<file path="config.mk">
export PLATFORM = sky130hd
export DESIGN_NAME = bilrgb_front
export DESIGN_NICKNAME = d
export VERILOG_FILES = /design/src/rtl/bilrgb_pkg.sv /design/src/rtl/bilrgb_front.sv
export SDC_FILE = /design/constraint.sdc
export NUM_CORES = 1
export LEC_CHECK = 0
export BUFFER_PORTS_ARGS = -buffer_cell sky130_fd_sc_hd__buf_4
export CAP_MARGIN = 5
export CELL_PAD_IN_SITES_DETAIL_PLACEMENT = 0
export CELL_PAD_IN_SITES_GLOBAL_PLACEMENT = 1
export CORE_MARGIN = 2
export CORE_UTILIZATION = 37
export DETAILED_ROUTE_END_ITERATION = 12
export GPL_TIMING_DRIVEN = 0
export HOLD_SLACK_MARGIN = 0.12
export PLACE_DENSITY = 0.66
export SYNTH_ARGS = -nofsm -noshare
export SYNTH_HDL_FRONTEND = slang
export SYNTH_SLANG_ARGS = --single-unit
</file>
<file path="constraint.sdc">
create_clock -name clk_i -period 3.25 [get_ports clk_i]
set_input_delay 0.4875 -clock clk_i [delete_from_list [all_inputs] [get_ports clk_i]]
set_output_delay 0.4875 -clock clk_i [all_outputs]
set_load 0.01 [all_outputs]
</file>
<file path="src/rtl/bilrgb_pkg.sv">
// Shared types and constants for the bilinear RGB scaler.
// Used by every module of the block; depends on nothing.
package bilrgb_pkg;

  localparam int FRAC_BITS = 8;
  localparam int COORD_W   = 11;
  localparam int SRC_CW    = 10;
  localparam int DST_CW    = 12;
  localparam int PIX_W     = 9;
  localparam int POS_W     = PIX_W + FRAC_BITS;
  localparam int NUM_W     = COORD_W + SRC_CW;
  localparam int WGT_W     = 2 * FRAC_BITS + 1;
  localparam int BANK_AW   = 2 * (PIX_W - 1);
  localparam int BANK_DEPTH = 1 << BANK_AW;
  localparam int NUM_BANKS = 4;
  localparam int MAX_SRC   = 512;
  localparam int MAX_DST   = 2048;
  localparam int OUT_DEPTH = 32;
  localparam int OUT_PTR_W = 5;
  localparam int OUT_CNT_W = 6;
  localparam int CFG_IDX_W = 2;

  typedef enum logic {
    OP_LOAD  = 1'b0,
    OP_SCALE = 1'b1
  } op_e;

  typedef enum logic [CFG_IDX_W-1:0] {
    CFG_SRC_WIDTH  = 2'd0,
    CFG_SRC_HEIGHT = 2'd1,
    CFG_DST_WIDTH  = 2'd2,
    CFG_DST_HEIGHT = 2'd3
  } cfg_idx_e;

  typedef struct packed {
    logic [SRC_CW-1:0] sw;
    logic [SRC_CW-1:0] sh;
    logic [DST_CW-1:0] dw;
    logic [DST_CW-1:0] dh;
  } cfg_t;

  typedef struct packed {
    logic               is_load;
    logic               err;
    logic               load_ok;
    logic [COORD_W-1:0] col;
    logic [COORD_W-1:0] row;
    logic [7:0]         red;
    logic [7:0]         green;
    logic [7:0]         blue;
    logic [NUM_W-1:0]   num_x;
    logic [NUM_W-1:0]   num_y;
  } item_t;

  typedef struct packed {
    logic [7:0] red;
    logic [7:0] green;
    logic [7:0] blue;
    logic       err;
  } result_t;

endpackage

</file>
<file path="src/rtl/bilrgb_front.sv">
// Front end of the scaler: classifies incoming items and queues them.
// Depends on bilrgb_pkg.
module bilrgb_front import bilrgb_pkg::*; (
  input  logic               clk_i,
  input  logic               rst_ni,
  input  cfg_t               cfg_i,
  input  logic               push,
  output logic               full,
  input  logic               opcode_i,
  input  logic [COORD_W-1:0] col_i,
  input  logic [COORD_W-1:0] row_i,
  input  logic [7:0]         red_in_i,
  input  logic [7:0]         green_in_i,
  input  logic [7:0]         blue_in_i,
  output item_t              head_o,
  output logic               head_vld_o,
  input  logic               head_pop_i
);

  localparam int QDEPTH = 4;

  item_t       q_mem [QDEPTH];
  logic [1:0]  wr_ptr_q, rd_ptr_q;
  logic [2:0]  cnt_q;
  item_t       item;
  logic        accept;

  always_comb begin
    item         = '0;
    item.is_load = (op_e'(opcode_i) == OP_LOAD);
    item.err     = ({1'b0, col_i} >= cfg_i.dw) || ({1'b0, row_i} >= cfg_i.dh);
    item.load_ok = (col_i < COORD_W'(cfg_i.sw)) && (row_i < COORD_W'(cfg_i.sh));
    item.col     = col_i;
    item.row     = row_i;
    item.red     = red_in_i;
    item.green   = green_in_i;
    item.blue    = blue_in_i;
    item.num_x   = NUM_W'(col_i) * NUM_W'(cfg_i.sw);
    item.num_y   = NUM_W'(row_i) * NUM_W'(cfg_i.sh);
  end

  assign full       = (cnt_q == 3'(QDEPTH));
  assign accept     = push && !full;
  assign head_vld_o = (cnt_q != 3'd0);
  assign head_o     = q_mem[rd_ptr_q];

  always_ff @(posedge clk_i) begin
    if (accept) begin
      q_mem[wr_ptr_q] <= item;
    end
  end

  always_ff @(posedge clk_i or negedge rst_ni) begin
    if (!rst_ni) begin
      wr_ptr_q <= '0;
      rd_ptr_q <= '0;
      cnt_q    <= '0;
    end else begin
      if (accept) begin
        wr_ptr_q <= wr_ptr_q + 2'd1;
      end
      if (head_pop_i) begin
        rd_ptr_q <= rd_ptr_q + 2'd1;
      end
      cnt_q <= cnt_q + 3'(accept) - 3'(head_pop_i);
    end
  end

  assert property (@(posedge clk_i) disable iff (!rst_ni) head_pop_i |-> head_vld_o)
    else $error("Queue popped while empty.");
  assert property (@(posedge clk_i) disable iff (!rst_ni) cnt_q <= 3'(QDEPTH))
    else $error("Queue count overflow.");
  assert property (@(posedge clk_i) disable iff (!rst_ni)
    (accept && !head_pop_i) |=> (cnt_q == $past(cnt_q) + 3'd1))
    else $error("Queue count lost a transfer.");

endmodule

</file>
==> flow_summary.toml <==
[synthesis]
yosys.area.top_type = "edfxtp_1"
ys_types = 63
ys_ff_latch = 371
synth_edf_count = 364
ys_seq_area_frac = 0.509
syn_nets = 1895
synth_most_common_cell = "edfxtp_1"
synthArstFlopShare = 0.0189
avgSynthCellArea_sq_um = 14.7
yosys_warnings = 0
syn_inst = 1483
synth_area_leaders = "edfxtp_1, fa_1, ha_1"
synth_top_cells_by_count = "edfxtp_1, inv_1, ha_1"
syn_area_sq_um = 21800
netlist.area_leader.share = 0.501
ys.flop_type = "edfxtp_1"

[worst_setup_path]
crit_required_ns = 3.51
critPathKind = "primary input to register"
path_max_fanout = 8
critPathCaptureType = "register"
worstPathArrival_ns = 4.90
worstSetupStartpointType = "primary input"

[final_layout]
drive_gt1_frac = 0.343
fill_cells = 5054
utilization = 0.481
num-nets-final = 2227
area_growth_pct = 29.4

[detailed_routing]
drt_first_pass_iters = 4
routed_wl_um = 52300
first_iter_violations = 589
ant_nets = 0
viasPerCell = 4.92
drt-wirelength-per-cell_um = 20.0
drcViolationCount = 0
vias = 12900

[floorplan]
initial_core_util = 0.372
die_height_um = 247
fp.dieW_um = 247
io_pins = 188
die_area_sq_um = 61000
core_area_sq_um = 58700
row_count = 89

[sta]
drv_slew = 0
hold_viol_final = 0
finalSetupViolations = 120
slew_headroom = 0.480
setup_ws_ns = -1.38
tightest_slew_ns = 0.780
fmaxAchievable_mhz = 216
rsz0062_at_grt = "yes"
period_share = 1.43
finClkSkew_ns = 0.0182
period_needed_ns = 4.63
setup_tns_ns = -122.58

[pwr]
p_seq_frac = 0.282
p_per_area_nw_per_um2 = 1030
power.share.clock = 0.161
pwr-share-comb = 0.558
leakagePower_uw = 0.0116
power_uw = 29000
p_sw_uw = 10700
internal_power_uw = 18300
peakVddDrop_mv = 0.765
sw_frac_of_total = 0.367

[clock_network]
numCtsBuffers = 41
root_buffer = "clkbuf_16"
clk_latency_ns = 0.56
clkSinkCount = 371
cts.path.max_buffers = 3
cts_tree = "yes"
cts.reportedPaths.clkPinSlew_ns = 0.06
cts_htree_levels = 2

[global_route]
first_global_vias = 14000
grt_max_degree = 51
antenna_found_initial = 1
grt_first_pass_wirelength_um = 80600
globalRouteOverflowTotal = 0
track_usage = 0.175

[worst_hold_path]
hold_path.class = "primary input to register"

[placed_design]
io_buffer_count = 187
place.gp.congestion = 0.793
place_hpwl_um = 35800

[outcome]
violations = "negative setup slack"
status = "complete, but fails checks"

[job]
max_cap_violations = 0
[cells in the final DEF (no fill, tap or decap), types with 13 or more instances in the layout]
master / count
inv_1: 180
fa_1: 135
buf_8: 14
xnor2_2: 16
buf_6: 38
a21oi_1: 20
clkbuf_1: 13
nor2_1: 22
a21oi_2: 15
mux4_2: 91
dlygate4sd3_1: 26
clkbuf_16: 56
ha_4: 20
buf_4: 210
inv_2: 20
ha_1: 151
and2_4: 13
and2_1: 92
a21o_1: 21
edfxtp_1: 364
nand2_1: 86
[layout make-up]
cell class              instances  area [sq um]  area share
clock inverters                22           260     0.00921
well taps                     773           967      0.0342
diodes                          1          2.50   0.0000886
inverters                     202           762      0.0270
repair buffers                294          2680      0.0948
flip-flops and latches        371         11100       0.393
plain buffers                  41           517      0.0183
clock buffers                  50          1080      0.0383
multi-input cells             864         10900       0.385
[state kept, by name, summed over array words and instances (netlist names)]
| register | count |
|---|---|
| q_mem | 364 |
| cnt_q | 3 |
| rd_ptr_q | 2 |
| wr_ptr_q | 2 |
[metrics by stage]
step | cell area (sq um) | hold WS (ns) | cells | setup WS (ns)
after floorplan | 22400 | 0.192 | 1483 | -1.56
after detailed placement | 24900 | 0.309 | 2447 | -2.33
after global routing | 28200 | 0.169 | 2618 | -1.48
after global placement | 24700 | 0.308 | 2443 | -2.33
after CTS | 27800 | 0.159 | 2599 | -1.31
final | 28200 | 0.198 | 2618 | -1.38
[power by group through the flow]
stage                     Clock [uW]  Sequential (uW)  Combinational (uW)
after detailed placement           0             8280               12900
after global placement             0             8270               12700
final                           4660             8160               16200
after CTS                       4790             8180               15300
after floorplan                    0             8190                8650
after global routing            4950             8270               17600
[cell families after synthesis]
group / synth area share
DFF: 0.509
adders and majority gates: 0.230
and+or+nand+nor: 0.0685
buffers and inverters: 0.0433
AOI/OAI and AO/OA: 0.0394
muxes: 0.0939
xor gates and xnor gates: 0.0160
[per-layer routing]
| layer | vias up | wire length [um] | global-route usage |
|---|---|---|---|
| met5 | - | 0 | 0 |
| met4 | 0 | 1020 | 0.0418 |
| met3 | 68 | 1610 | 0.0255 |
| met2 | 193 | 26900 | 0.307 |
| met1 | 6667 | 22700 | 0.229 |
| li1 | 5953 | - | - |
[worst max-delay path, cell delays in order]
cell	delay, ns
buf_6	0.10
clkbuf_16	0.15
and2_4	0.14
fa_1	0.46
fa_1	0.57
fa_1	0.43
fa_1	0.55
inv_2	0.04
fa_1	0.50
inv_2	0.05
ha_4	0.24
nand4_1	0.15
o221ai_4	0.13
a31oi_4	0.29
o31ai_4	0.09
a311oi_2	0.35
xnor2_2	0.17
[worst paths after layout]
| kind | startpoint | to | slack (ns) | cells past startpoint |
|---|---|---|---|---|
| worst max-delay path | cfg_i[40] | q_mem[1][41] | -1.38 | 17 |
| worst min-delay path | row_i[3] | q_mem[0][69] | 0.20 | 1 |
| worst max register to register | cnt_q[2] | q_mem[3][36] | 0.76 | 5 |
| worst min register to register | cnt_q[0] | cnt_q[0] | 0.54 | 1 |
| max in group asynchronous | rst_ni | cnt_q[2] | 2.82 | 2 |
| min in group asynchronous | rst_ni | cnt_q[1] | 0.30 | 2 |
[repair_timing]
action,4_1_cts,5_1_grt
setup buffers,60,18
hold buffers,26,0
gates resized for setup,195,77
hold endpoints to repair,104,0
pin swaps,96,41
endpoints found under the setup margin,201,140
(Power assumes the default switching activity.)
